$ cat src/hw/rtl/assert_macros.svh
// ----------------------------------------------------------------------------
// Assertion macros
// Shared shorthand for the concurrent checks in the RTL. Both forms sample on
// the rising edge of clk.
// ----------------------------------------------------------------------------
`ifndef ASSERT_MACROS_SVH
`define ASSERT_MACROS_SVH

// Check that is switched off while rst_n is low.
`define ASSERT_CLK_RST(name, prop, msg) \
  name: assert property (@(posedge clk) disable iff (!rst_n) (prop)) else $error(msg);

// Check that also holds while reset is applied.
`define ASSERT_CLK(name, prop, msg) \
  name: assert property (@(posedge clk) (prop)) else $error(msg);

`endif

$ cat src/hw/rtl/adm_pkg.sv
// ----------------------------------------------------------------------------
// adm_pkg
// Command codes, register indexes and the command bundle that the admittance
// controller's sequencer sends to its datapath.
// ----------------------------------------------------------------------------
package adm_pkg;

  // Number of fractional bits of every fixed-point word.
  localparam int FRAC_BITS = 16;

  // Configuration register file.
  localparam int NUM_REGS  = 8;
  localparam int REG_IDX_W = 3;

  localparam logic [REG_IDX_W-1:0] REG_PROP_GAIN  = 3'd0;
  localparam logic [REG_IDX_W-1:0] REG_DERIV_GAIN = 3'd1;
  localparam logic [REG_IDX_W-1:0] REG_MODEL_A00  = 3'd2;
  localparam logic [REG_IDX_W-1:0] REG_MODEL_A01  = 3'd3;
  localparam logic [REG_IDX_W-1:0] REG_MODEL_A10  = 3'd4;
  localparam logic [REG_IDX_W-1:0] REG_MODEL_A11  = 3'd5;
  localparam logic [REG_IDX_W-1:0] REG_FORCE_B0   = 3'd6;
  localparam logic [REG_IDX_W-1:0] REG_FORCE_B1   = 3'd7;

  // Datapath operations.
  localparam int CMD_W = 4;

  localparam logic [CMD_W-1:0] CMD_NONE   = 4'd0;
  localparam logic [CMD_W-1:0] CMD_LOAD   = 4'd1;
  localparam logic [CMD_W-1:0] CMD_ERR1   = 4'd2;
  localparam logic [CMD_W-1:0] CMD_MAG    = 4'd3;
  localparam logic [CMD_W-1:0] CMD_MUL_LO = 4'd4;
  localparam logic [CMD_W-1:0] CMD_MUL_HI = 4'd5;
  localparam logic [CMD_W-1:0] CMD_RND    = 4'd6;
  localparam logic [CMD_W-1:0] CMD_ACC    = 4'd7;
  localparam logic [CMD_W-1:0] CMD_NEW    = 4'd8;
  localparam logic [CMD_W-1:0] CMD_ERR2   = 4'd9;
  localparam logic [CMD_W-1:0] CMD_DONE   = 4'd10;

  // Product selectors, in the order the sequencer walks them.
  localparam int PROD_W = 3;

  localparam logic [PROD_W-1:0] PROD_A00_EX = 3'd0;
  localparam logic [PROD_W-1:0] PROD_A01_EV = 3'd1;
  localparam logic [PROD_W-1:0] PROD_B0_F   = 3'd2;
  localparam logic [PROD_W-1:0] PROD_A10_EX = 3'd3;
  localparam logic [PROD_W-1:0] PROD_A11_EV = 3'd4;
  localparam logic [PROD_W-1:0] PROD_B1_F   = 3'd5;
  localparam logic [PROD_W-1:0] PROD_P_EX   = 3'd6;
  localparam logic [PROD_W-1:0] PROD_D_EV   = 3'd7;

  typedef struct packed {
    logic [CMD_W-1:0]  op;
    logic [PROD_W-1:0] prod;
  } adm_cmd_t;

endpackage

$ cat src/hw/rtl/adm_ctrl.sv
// ----------------------------------------------------------------------------
// adm_ctrl
// Sequencer of the admittance controller: takes a word, walks the datapath
// through its fixed schedule of products and hands the result word out.
// ----------------------------------------------------------------------------
module adm_ctrl import adm_pkg::*; (
  input  logic     clk,
  input  logic     rst_n,
  input  logic     in_tvalid,
  output logic     in_tready,
  output logic     out_tvalid,
  input  logic     out_tready,
  output adm_cmd_t cmd
);

  localparam logic [3:0] ST_IDLE = 4'd0;
  localparam logic [3:0] ST_ERR1 = 4'd1;
  localparam logic [3:0] ST_MAG  = 4'd2;
  localparam logic [3:0] ST_LO   = 4'd3;
  localparam logic [3:0] ST_HI   = 4'd4;
  localparam logic [3:0] ST_RND  = 4'd5;
  localparam logic [3:0] ST_ACC  = 4'd6;
  localparam logic [3:0] ST_NEW  = 4'd7;
  localparam logic [3:0] ST_ERR2 = 4'd8;
  localparam logic [3:0] ST_DONE = 4'd9;

  logic [3:0]        state_r, state_nxt;
  logic [PROD_W-1:0] prod_r, prod_nxt;
  logic              out_valid_r, out_valid_nxt;
  logic              done_go;

  // The result register may be refilled once the waiting word leaves.
  assign done_go   = (state_r == ST_DONE) && (!out_valid_r || out_tready);
  assign in_tready = (state_r == ST_IDLE);
  assign out_tvalid = out_valid_r;

  always_comb begin
    state_nxt     = state_r;
    prod_nxt      = prod_r;
    out_valid_nxt = out_valid_r;
    cmd.op        = CMD_NONE;
    cmd.prod      = prod_r;

    if (out_valid_r && out_tready) begin
      out_valid_nxt = 1'b0;
    end

    unique case (state_r)
      ST_IDLE: begin
        if (in_tvalid) begin
          cmd.op    = CMD_LOAD;
          prod_nxt  = PROD_A00_EX;
          state_nxt = ST_ERR1;
        end
      end
      ST_ERR1: begin
        cmd.op    = CMD_ERR1;
        state_nxt = ST_MAG;
      end
      ST_MAG: begin
        cmd.op    = CMD_MAG;
        state_nxt = ST_LO;
      end
      ST_LO: begin
        cmd.op    = CMD_MUL_LO;
        state_nxt = ST_HI;
      end
      ST_HI: begin
        cmd.op    = CMD_MUL_HI;
        state_nxt = ST_RND;
      end
      ST_RND: begin
        cmd.op    = CMD_RND;
        state_nxt = ST_ACC;
      end
      ST_ACC: begin
        cmd.op = CMD_ACC;
        priority if (prod_r == PROD_B1_F) begin
          state_nxt = ST_NEW;
        end else if (prod_r == PROD_D_EV) begin
          state_nxt = ST_DONE;
        end else begin
          prod_nxt  = prod_r + 1'b1;
          state_nxt = ST_MAG;
        end
      end
      ST_NEW: begin
        cmd.op    = CMD_NEW;
        prod_nxt  = PROD_P_EX;
        state_nxt = ST_ERR2;
      end
      ST_ERR2: begin
        cmd.op    = CMD_ERR2;
        state_nxt = ST_MAG;
      end
      ST_DONE: begin
        if (done_go) begin
          cmd.op        = CMD_DONE;
          out_valid_nxt = 1'b1;
          state_nxt     = ST_IDLE;
        end
      end
      default: begin
        state_nxt = ST_IDLE;
      end
    endcase
  end

  always_ff @(posedge clk) begin
    if (!rst_n) begin
      state_r     <= ST_IDLE;
      prod_r      <= PROD_A00_EX;
      out_valid_r <= 1'b0;
    end else begin
      state_r     <= state_nxt;
      prod_r      <= prod_nxt;
      out_valid_r <= out_valid_nxt;
    end
  end

endmodule

$ cat src/hw/rtl/adm_datapath.sv
// ----------------------------------------------------------------------------
// adm_datapath
// Register file, model state and one shared fixed-point multiply unit of the
// admittance controller. Every step is selected by the sequencer's command.
// ----------------------------------------------------------------------------
module adm_datapath import adm_pkg::*; #(
  parameter int WORD_WIDTH = 32
) (
  input  logic                         clk,
  input  logic                         rst_n,
  input  adm_cmd_t                     cmd,
  input  logic                         cfg_wr_en,
  input  logic [REG_IDX_W-1:0]         cfg_index,
  input  logic [WORD_WIDTH-1:0]        cfg_data,
  input  logic [5*WORD_WIDTH-1:0]      in_fields,
  output logic signed [WORD_WIDTH-1:0] drive_command,
  output logic signed [WORD_WIDTH-1:0] model_position,
  output logic signed [WORD_WIDTH-1:0] model_velocity
);

  localparam int W  = WORD_WIDTH;
  localparam int H  = (W + 1) / 2;        // low slice of the second operand
  localparam int PW = 2 * W;              // full product
  localparam int QW = 2 * W - FRAC_BITS;  // product after scaling
  localparam int AW = W + 3;              // sum of three saturated products
  localparam int SW = W + 4;              // headroom for any difference

  localparam logic [PW-1:0] HALF_LSB = PW'(1) << (FRAC_BITS - 1);
  localparam logic [QW-1:0] MAG_LIM  = QW'(1) << (W - 1);
  localparam logic [W-1:0]  MAG_NEG  = W'(1) << (W - 1);
  localparam logic [W-1:0]  MAG_POS  = MAG_NEG - 1'b1;

  function automatic logic signed [W-1:0] sat_word(input logic signed [SW-1:0] x);
    logic fits;
    fits = (&x[SW-1:W-1]) || !(|x[SW-1:W-1]);
    if (fits) begin
      return x[W-1:0];
    end
    return x[SW-1] ? $signed(MAG_NEG) : $signed(MAG_POS);
  endfunction

  logic        [W-1:0]  cfg_r [NUM_REGS];
  logic signed [W-1:0]  vp_r, vv_r;
  logic signed [W-1:0]  dx_r, dv_r, mx_r, mv_r, frc_r;
  logic signed [W-1:0]  ex_r, ev_r;
  logic        [W-1:0]  ma_r, mb_r;
  logic                 neg_r;
  logic        [PW-1:0] prod_r;
  logic        [QW-1:0] q_r;
  logic signed [AW-1:0] acc0_r, acc1_r;
  logic signed [W-1:0]  cmd_out_r, pos_out_r, vel_out_r;

  logic signed [W-1:0]  opa, opb;
  logic        [H-1:0]  mul_b;
  logic        [W+H-1:0] mul_p;
  logic        [W-1:0]  mag;
  logic        [AW-1:0] mag_ext, term, acc_sel, acc_sum;
  logic                 to_acc1;

  // Operand routing for the selected product.
  always_comb begin
    unique case (cmd.prod)
      PROD_A00_EX: begin opa = cfg_r[REG_MODEL_A00];  opb = ex_r;  end
      PROD_A01_EV: begin opa = cfg_r[REG_MODEL_A01];  opb = ev_r;  end
      PROD_B0_F:   begin opa = cfg_r[REG_FORCE_B0];   opb = frc_r; end
      PROD_A10_EX: begin opa = cfg_r[REG_MODEL_A10];  opb = ex_r;  end
      PROD_A11_EV: begin opa = cfg_r[REG_MODEL_A11];  opb = ev_r;  end
      PROD_B1_F:   begin opa = cfg_r[REG_FORCE_B1];   opb = frc_r; end
      PROD_P_EX:   begin opa = cfg_r[REG_PROP_GAIN];  opb = ex_r;  end
      PROD_D_EV:   begin opa = cfg_r[REG_DERIV_GAIN]; opb = ev_r;  end
      default:     begin opa = cfg_r[REG_PROP_GAIN];  opb = ex_r;  end
    endcase
  end

  assign to_acc1 = (cmd.prod == PROD_A10_EX) || (cmd.prod == PROD_A11_EV) ||
                   (cmd.prod == PROD_B1_F);

  // One unsigned W x H multiplier, used for the low and then the high slice.
  assign mul_b = (cmd.op == CMD_MUL_HI) ? H'(mb_r >> H) : mb_r[H-1:0];
  assign mul_p = ma_r * mul_b;

  // Saturate the scaled magnitude, then add it with its sign.
  assign mag     = (q_r >= MAG_LIM) ? (neg_r ? MAG_NEG : MAG_POS) : q_r[W-1:0];
  assign mag_ext = AW'(mag);
  assign term    = neg_r ? ~mag_ext : mag_ext;
  assign acc_sel = to_acc1 ? acc1_r : acc0_r;
  assign acc_sum = acc_sel + term + AW'(neg_r);

  // Configuration and model state.
  always_ff @(posedge clk) begin
    if (!rst_n) begin
      for (int i = 0; i < NUM_REGS; i++) begin
        cfg_r[i] <= '0;
      end
      vp_r <= '0;
      vv_r <= '0;
    end else begin
      if (cfg_wr_en) begin
        cfg_r[cfg_index] <= cfg_data;
      end
      if (cmd.op == CMD_NEW) begin
        vp_r <= sat_word(SW'(dx_r) - SW'(acc0_r));
        vv_r <= sat_word(SW'(dv_r) - SW'(acc1_r));
      end
    end
  end

  // Working registers.
  always_ff @(posedge clk) begin
    unique case (cmd.op)
      CMD_LOAD: begin
        dx_r   <= in_fields[0*W +: W];
        dv_r   <= in_fields[1*W +: W];
        mx_r   <= in_fields[2*W +: W];
        mv_r   <= in_fields[3*W +: W];
        frc_r  <= in_fields[4*W +: W];
        acc0_r <= '0;
        acc1_r <= '0;
      end
      CMD_ERR1: begin
        ex_r <= sat_word(SW'(dx_r) - SW'(vp_r));
        ev_r <= sat_word(SW'(dv_r) - SW'(vv_r));
      end
      CMD_MAG: begin
        ma_r  <= opa[W-1] ? (~opa + 1'b1) : opa;
        mb_r  <= opb[W-1] ? (~opb + 1'b1) : opb;
        neg_r <= opa[W-1] ^ opb[W-1];
      end
      CMD_MUL_LO: begin
        prod_r <= PW'(mul_p);
      end
      CMD_MUL_HI: begin
        prod_r <= prod_r + (PW'(mul_p) << H);
      end
      CMD_RND: begin
        q_r <= QW'((prod_r + HALF_LSB) >> FRAC_BITS);
      end
      CMD_ACC: begin
        if (to_acc1) begin
          acc1_r <= $signed(acc_sum);
        end else begin
          acc0_r <= $signed(acc_sum);
        end
      end
      CMD_NEW: begin
        acc0_r <= '0;
      end
      CMD_ERR2: begin
        ex_r <= sat_word(SW'(vp_r) - SW'(mx_r));
        ev_r <= sat_word(SW'(vv_r) - SW'(mv_r));
      end
      CMD_DONE: begin
        cmd_out_r <= sat_word(SW'(acc0_r));
        pos_out_r <= vp_r;
        vel_out_r <= vv_r;
      end
      default: begin
      end
    endcase
  end

  assign drive_command  = cmd_out_r;
  assign model_position = pos_out_r;
  assign model_velocity = vel_out_r;

endmodule

$ cat src/hw/rtl/admittance_controller_core.sv
// ----------------------------------------------------------------------------
// admittance_controller_core
// Admittance model with a PD inner loop in signed fixed point (16 fraction
// bits), one drive word per control tick.
// ----------------------------------------------------------------------------
// Each input word carries the desired position and velocity and the measured
// position, velocity and force. The block advances its virtual model state by
// a 2x2 state matrix and a force weight vector, both taken relative to the
// desired values, and then applies a PD law toward the new model state. All
// differences and final sums saturate to the word range, and each product is
// scaled by 2^-16 with the magnitude rounded half away from zero. Per word,
// eight products pass one after another through a single shared multiplier,
// each in five steps (magnitude, low and high partial product, rounding,
// signed accumulate), plus steps for loading, the error terms, the model
// update and the output register, which waits while an earlier result is
// unread; no new word is taken before it ends. The result word sits in an
// output register, so the next input word is taken while it waits. The model
// state resets to zero; gains and matrix entries reset to zero. The user must
// write them through the cfg port only while the block is idle (not enforced).
// ----------------------------------------------------------------------------
`include "assert_macros.svh"

module admittance_controller_core import adm_pkg::*; #(
  parameter int WORD_WIDTH = 32
) (
  input  logic                                   clk,
  input  logic                                   rst_n,
  // Configuration write port; index 0..7 selects the register.
  input  logic                                   cfg_wr_en,
  input  logic [REG_IDX_W-1:0]                   cfg_index,
  input  logic [WORD_WIDTH-1:0]                  cfg_data,
  // Input word.
  input  logic                                   in_tvalid,
  output logic                                   in_tready,
  // From bit 0 up: desired_position, desired_velocity, measured_position,
  // measured_velocity, measured_force, zero padding to a whole byte.
  input  logic [((5*WORD_WIDTH+7)/8)*8-1:0]      in_tdata,
  // Result word.
  output logic                                   out_tvalid,
  input  logic                                   out_tready,
  // From bit 0 up: drive_command, model_position, model_velocity, zero
  // padding to a whole byte.
  output logic [((3*WORD_WIDTH+7)/8)*8-1:0]      out_tdata
);

  localparam int IN_TDW  = ((5*WORD_WIDTH+7)/8)*8;
  localparam int OUT_TDW = ((3*WORD_WIDTH+7)/8)*8;

  adm_cmd_t                      cmd;
  logic signed [WORD_WIDTH-1:0]  drive_command;
  logic signed [WORD_WIDTH-1:0]  model_position;
  logic signed [WORD_WIDTH-1:0]  model_velocity;

  // The sequencer owns the handshakes and the step schedule.
  adm_ctrl u_ctrl (
    .clk        (clk),
    .rst_n      (rst_n),
    .in_tvalid  (in_tvalid),
    .in_tready  (in_tready),
    .out_tvalid (out_tvalid),
    .out_tready (out_tready),
    .cmd        (cmd)
  );

  // The datapath holds the registers, the model state and the multiplier.
  adm_datapath #(
    .WORD_WIDTH (WORD_WIDTH)
  ) u_datapath (
    .clk            (clk),
    .rst_n          (rst_n),
    .cmd            (cmd),
    .cfg_wr_en      (cfg_wr_en),
    .cfg_index      (cfg_index),
    .cfg_data       (cfg_data),
    .in_fields      (in_tdata[5*WORD_WIDTH-1:0]),
    .drive_command  (drive_command),
    .model_position (model_position),
    .model_velocity (model_velocity)
  );

  // Pack the result fields; any padding bits read as zero.
  assign out_tdata = OUT_TDW'({model_velocity, model_position, drive_command});

  // A word is loaded exactly when the input handshake completes.
  `ASSERT_CLK_RST(a_load_on_accept, (in_tvalid && in_tready) == (cmd.op == CMD_LOAD) || (IN_TDW == 0), "load command does not match input handshake")

  // Once a word is taken, the block is busy on the following cycle.
  `ASSERT_CLK_RST(a_busy_after_accept, in_tvalid && in_tready |=> !in_tready, "input accepted while still busy")

  // The output register is refilled only when it is free or being drained.
  `ASSERT_CLK_RST(a_no_overwrite, cmd.op == CMD_DONE |-> !out_tvalid || out_tready, "waiting result overwritten")

  // A result appears only right after the datapath wrote the output register.
  `ASSERT_CLK_RST(a_valid_after_done, $rose(out_tvalid) |-> $past(cmd.op == CMD_DONE), "result valid without a finished word")

endmodule
$ cat config.mk
export PLATFORM = sky130hd
export DESIGN_NAME = admittance_controller_core
export DESIGN_NICKNAME = d
export VERILOG_FILES = /design/src/hw/rtl/adm_pkg.sv /design/src/hw/rtl/adm_ctrl.sv /design/src/hw/rtl/adm_datapath.sv /design/src/hw/rtl/admittance_controller_core.sv
export VERILOG_INCLUDE_DIRS = /design/src /design/src/hw/rtl
export SDC_FILE = /design/constraint.sdc
export NUM_CORES = 2
export LEC_CHECK = 0
export BUFFER_PORTS_ARGS = -buffer_cell sky130_fd_sc_hd__buf_2
export CAP_MARGIN = 20
export CORE_MARGIN = 8
export CORE_UTILIZATION = 60
export DETAILED_ROUTE_END_ITERATION = 7
export PLACE_DENSITY = 0.78
export SLEW_MARGIN = 20
export SYNTH_ARGS = -nofsm -noshare
export SYNTH_HDL_FRONTEND = slang
export SYNTH_HIERARCHICAL = 1
export SYNTH_SLANG_ARGS = --single-unit
export TNS_END_PERCENT = 50
$ cat constraint.sdc
create_clock -name clk -period 16.6 [get_ports clk]
set_input_delay 2.49 -clock clk [delete_from_list [all_inputs] [get_ports clk]]
set_output_delay 2.49 -clock clk [all_outputs]
set_load 0.1 [all_outputs]
* After elaboration in Yosys (flattened, before gate mapping)
Memories as Yosys holds them, arrays and structs flattened.
Cells that the tools add are included.
** Word-level totals
- Bits in writable memories :: 256
- Output and inout port bits :: 98
- Logic and storage cells :: 202
- Register bits :: 639
- Input port bits :: 200
- Memories :: 1
** Memory list
- u_datapath.cfg_r :: depth 8, bits a word 32, rd ports 8, clocked after Yosys merged registers in 0, write ports 8, RTL line adm_datapath.sv:42 : logic [W-1:0] cfg_r [NUM_REGS];
** Operators by class
- Reductions and logical operators :: 51
- Add/sub/neg operators :: 13
- Eq/ne operators :: 32
- Magnitude comparators :: 1
- Multiply operators :: 1
- Bitwise operators :: 4
- Mux-type cells :: 75
** Operator list (number)
- 32-bit 2-to-1 mux :: 24
- 32-bit one-hot mux with 8 select lines :: 1
- 35-bit 2-to-1 mux :: 4
- 35-bit one-hot mux with 2 select lines :: 2
- 32-bit by 32-bit subtractor with 33-bit output :: 4
- 32-bit one-hot mux with 2 select lines :: 2
- 64-bit one-hot mux with 2 select lines :: 1
- 32-bit one-hot mux with 3 select lines :: 1
- 32-bit by 35-bit subtractor with 36-bit output :: 2
- 32-bit by 1-bit adder with 32-bit output (second input constant) :: 2
- 64-bit by 16-bit adder with 64-bit output (second input constant) :: 1
- 64-bit adder :: 1
- 32-bit NOT :: 2
- 31-bit 2-to-1 mux :: 2
- 48-bit by 32-bit >= comparator with 1-bit output (second input constant) :: 1
- 32-bit by 16-bit multiplier with 48-bit output :: 1
- 4-bit one-hot mux with 10 select lines :: 1
- 4-bit one-hot mux with 9 select lines :: 1
- 35-bit by 1-bit adder with 35-bit output :: 1
- 35-bit adder :: 1
- 32-bit NOT with 35-bit output :: 1
- 4-bit by 3-bit equality test with 1-bit output (second input constant) :: 8
- 32-bit OR reduction :: 1
- 5-bit AND reduction :: 6
- 28 further kinds :: 106

* Longest topological paths before layout
- Word-level depth :: 10
- Gate-level depth with buffers :: 45
- Mapped depth without buffers :: 41

* Modules after synthesis
The synthesis kept the hierarchy.
** By module, submodules not included
- adm_datapath :: times used 1, cells an instance 7062, area an instance 68976.2 um^2
- adm_ctrl :: times used 1, cells an instance 69, area an instance 571.8 um^2

* Least setup slack after synthesis
OpenSTA, ideal clock, no wires.
- Path type :: in2reg
- Start :: input out_tready
- End :: register u_datapath.prod_r[61] (data pin)
- Path buffers :: 3
- Arrival :: 11642 ps
- Path slack :: 4692 ps
- Setup time :: 266 ps
- Stages on the path :: 40
- Path through :: nor2b_1 > nand2_1 > a32o_1 > nand2b_1 > nor2_1 > clkbuf_1 > nand2_1 > nand2_1 > clkbuf_1 > nand2_1 > fa_1 > inv_1 > fa_1 > fa_1 > fa_1 > fa_1 > inv_1 > fa_1 > [... 4 more ...] > o2111ai_1 > or2_2 > o32ai_1 > o2111ai_1 > a31oi_1 > o21a_1 > nor2_1 > xnor2_1 > ha_1 > a21o_1 > a21o_1 > a21o_1 > a21o_1 > a2111oi_0 > nor2_1 > a21oi_1 > xor2_1 > nor2_1
** RTL lines
- from (decl) :: RTL line admittance_controller_core.sv:40 : input logic out_tready,
- to (signal assigned) :: RTL line adm_datapath.sv:130 : prod_r <= PW'(mul_p);
- to (signal assigned) :: RTL line adm_datapath.sv:133 : prod_r <= prod_r + (PW'(mul_p) << H);
- to (decl) :: RTL line adm_datapath.sv:48 : logic [PW-1:0] prod_r;

==> results_dict.tcl <==
set metrics [dict create \
    status "completed" \
    finalSetupViolCount 0 \
    synth_compound_area_frac 0.1490 \
    grt_pass1_vias 54370 \
    synthTopCellsByArea "edfxtp_1 35%, fa_1 12%, ha_1 7.3%, nand2_1 4.6%, and2_1 4.1%" \
    finalHoldViolations 0 \
    first_pass_iters 8 \
    layout_min_cycle_time_ns 13.07 \
    ys_seq_area_frac 0.3696 \
    portBuffers 297 \
    start_util 0.6017 \
    antenna_left 0 \
    clk_path_buf_depth 3 \
    timing.hold.ws_ns 0.4736 \
    yosys.area_share.simple 0.1578 \
    dieHeight_um 356.5 \
    num_rows 125 \
    yosysTopAreaCellShare 0.3489 \
    synth_edf_count 808 \
    cp-start-kind "primary input" \
    cts.sinks 880 \
    synth_top_cell_by_area "edfxtp_1" \
    fillers 9054 \
    cts_tree "built" \
    ys.flop_type "edfxtp_1" \
    cts_hold_buffers 0 \
    syn_to_final_growth_pct 8.808 \
    synthesis.area_sq_mm 0.06955 \
    drv_cap 0 \
    layout_commonest_cell "nand2_1" \
    tightest_slew_ns 1.084 \
    numCtsBuffers 94 \
    synth_mux_area_frac 0.01612 \
    cts_resized 0 \
    relSlewSlack 0.2775 \
    synth_fp_nets 8164 \
    synthXorXnorAreaFrac 0.05073 \
    final_cell_mix "853 x nand2_1, 808 x edfxtp_1, 759 x inv_1, 456 x and2_1, 426 x fa_1" \
    grtUsageMet1 0.4336 \
    hold_path_class "flip-flop to flip-flop" \
    worstPathRequired_ns 17.06 \
    drtIter0Drc 5793 \
    worstSetupPathType "primary input to flip-flop" \
    drc 0 \
    place_inst 8699 \
    cts_setup_buffers 0 \
    synth_cells 7131 \
    arrival_ns 13.53 \
    grt.busiest_layer "met2" \
    rsz0062_at_grt "no" \
    via_per_inst 6.233 \
    cts.htree.levels 3 \
    hold_depth 0 \
    vias 55380 \
    crit_fanout 34 \
    ys_warn_count 6 \
    ctsRootBufferMaster "clkbuf_16" \
    cpMostUsedCell "fa_1" \
    dieArea_sq_mm 0.1271 \
    clk_pin_slew_ns 0.06 \
    synth_top_family_by_area "adder cells" \
    worstRegToRegCells 39 \
    period_share 0.7873 \
    use_met2 0.5001 \
    finalMaxSlewViolations 0 \
    finalClockSkew_ns 0.07563 \
    nets 8304 \
    antenna_found_initial 11 \
    drive_gt1_frac 0.08855 \
    yosys.area_share.adder 0.1958 \
    wirelength_mm 204.3 \
    use_met3 0.05908 \
    grt_overflow 0 \
    grt_pass1_wl_mm 313.1 \
    clk_latency_ns 0.76 \
    cp-end-kind "flip-flop" \
    core_area_sq_mm 0.1156 \
    syn_avg_cell_area_sq_um 9.753 \
    max_freq_mhz 76.52 \
    hpwl_mm 151.9 \
    fin_setup_tns_ns 0 \
    wl_per_cell_um 23.00 \
    max_stage_delay_ns 0.56 \
    die_w_um 356.5 \
    synth_cell_types 102 \
    io_pins 298 \
    ys_seq_elements 880 \
    async_flop_share 0 \
    place_congestion 0.9879 \
    grt_max_degree 85 \
    grt_use_total 0.3147 \
    final_cells 8884 \
    critical_path.slowest_cell "fa_1" \
]
==> worst paths after layout <==
| kind | from | end | slack, ns |
|---|---|---|---|
| worst min register to register | u_datapath/vv_r[20]$_SDFFE_PN0P_ | u_datapath/model_velocity[20]$_DFFE_PN_ | 0.47 |
| worst min-delay path | u_datapath/vv_r[20]$_SDFFE_PN0P_ | u_datapath/model_velocity[20]$_DFFE_PN_ | 0.47 |
| worst max-delay path | out_tready | u_datapath/prod_r[61]$_SDFFCE_PN0P_ | 3.53 |
| worst max register to register | u_ctrl/state_r[0]$_SDFFE_PN0P_ | u_datapath/prod_r[61]$_SDFFCE_PN0P_ | 4.73 |
==> routing by layer <==
| layer | vias to the layer above | routed length, um |
|---|---|---|
| met1 | 27070 | 82530 |
| met4 | 2 | 8131 |
| li1 | 25020 | - |
| met5 | - | 10 |
| met2 | 2819 | 93040 |
| met3 | 464 | 20620 |
==> synthesized netlist by cell type, types with 21 or more instances <==
cell type,number
a211oi_1,57
a21o_1,195
a21oi_1,409
a221o_1,27
a221oi_1,59
a22oi_1,51
a31oi_1,54
and2_1,456
and3_1,35
buf_2,21
clkbuf_1,287
dfxtp_1,72
edfxtp_1,808
fa_1,426
ha_1,407
inv_1,760
mux2i_1,73
nand2_1,854
nand2b_1,76
nand3_1,114
nand4_1,61
nor2_1,352
nor2b_1,74
nor3_1,77
o211ai_1,38
o21a_1,52
o21ai_0,334
o21bai_1,52
o31ai_1,25
or3_1,25
xnor2_1,275
xor2_1,126
==> registers in the layout, indices dropped and copies added, names as in the netlist, 35 cells and up <==
register           count
u_datapath/cfg_r     256
u_datapath/prod_r     49
u_datapath/q_r        48
u_datapath/acc0_r     35
u_datapath/acc1_r     35
==> worst max-delay path: cells and delay by family <==
| family | cells | cell delay [ns] |
|---|---|---|
| AND/OR/NAND/NOR | 12 | 2.09 |
| buffers and inverters | 6 | 1.03 |
| AO/OA/AOI/OAI | 12 | 3.26 |
| adder cells (fa/ha/maj) | 8 | 3.93 |
| XOR/XNOR | 2 | 0.62 |
==> logic make-up (layout without fill, tap and decap cells) <==
| group | after synthesis | after routing |
|---|---|---|
| and+or+nand+nor | 2244 | 2244 |
| AOI/OAI and AO/OA | 1575 | 1575 |
| buffers and inverters | 1098 | 1319 |
| DFF | 880 | 880 |
| adders and majority gates | 833 | 833 |
| xor gates and xnor gates | 402 | 402 |
| muxes | 99 | 99 |
| other | 0 | 8 |
==> layout make-up <==
class | instances | area (sq um) | area share
antenna | 8 | 20.02 | 0.0002645
clock buffer | 115 | 2481 | 0.03279
clock inverter | 62 | 726.9 | 0.009606
inverter | 763 | 2869 | 0.03791
multi-input combinational | 5153 | 39850 | 0.5267
sequential | 880 | 25710 | 0.3398
tap | 1524 | 1907 | 0.02520
timing repair buffer | 379 | 2102 | 0.02778
==> per-stage QoR <==
stage / area [sq um] / utilization / setup slack, ns
2_1_floorplan: 69550 / - / 4.692
3_3_place_gp: 72440 / 0.6267 / 3.333
3_5_place_dp: 72440 / 0.6267 / 3.097
4_1_cts: 75650 / 0.6545 / 3.839
5_1_grt: 75660 / 0.6546 / 3.104
6_report: 75670 / 0.6547 / 3.531
Power is left out: the tool's default activity adds up to more than one toggle a clock period on the data nets, which glitch-free logic cannot reach.
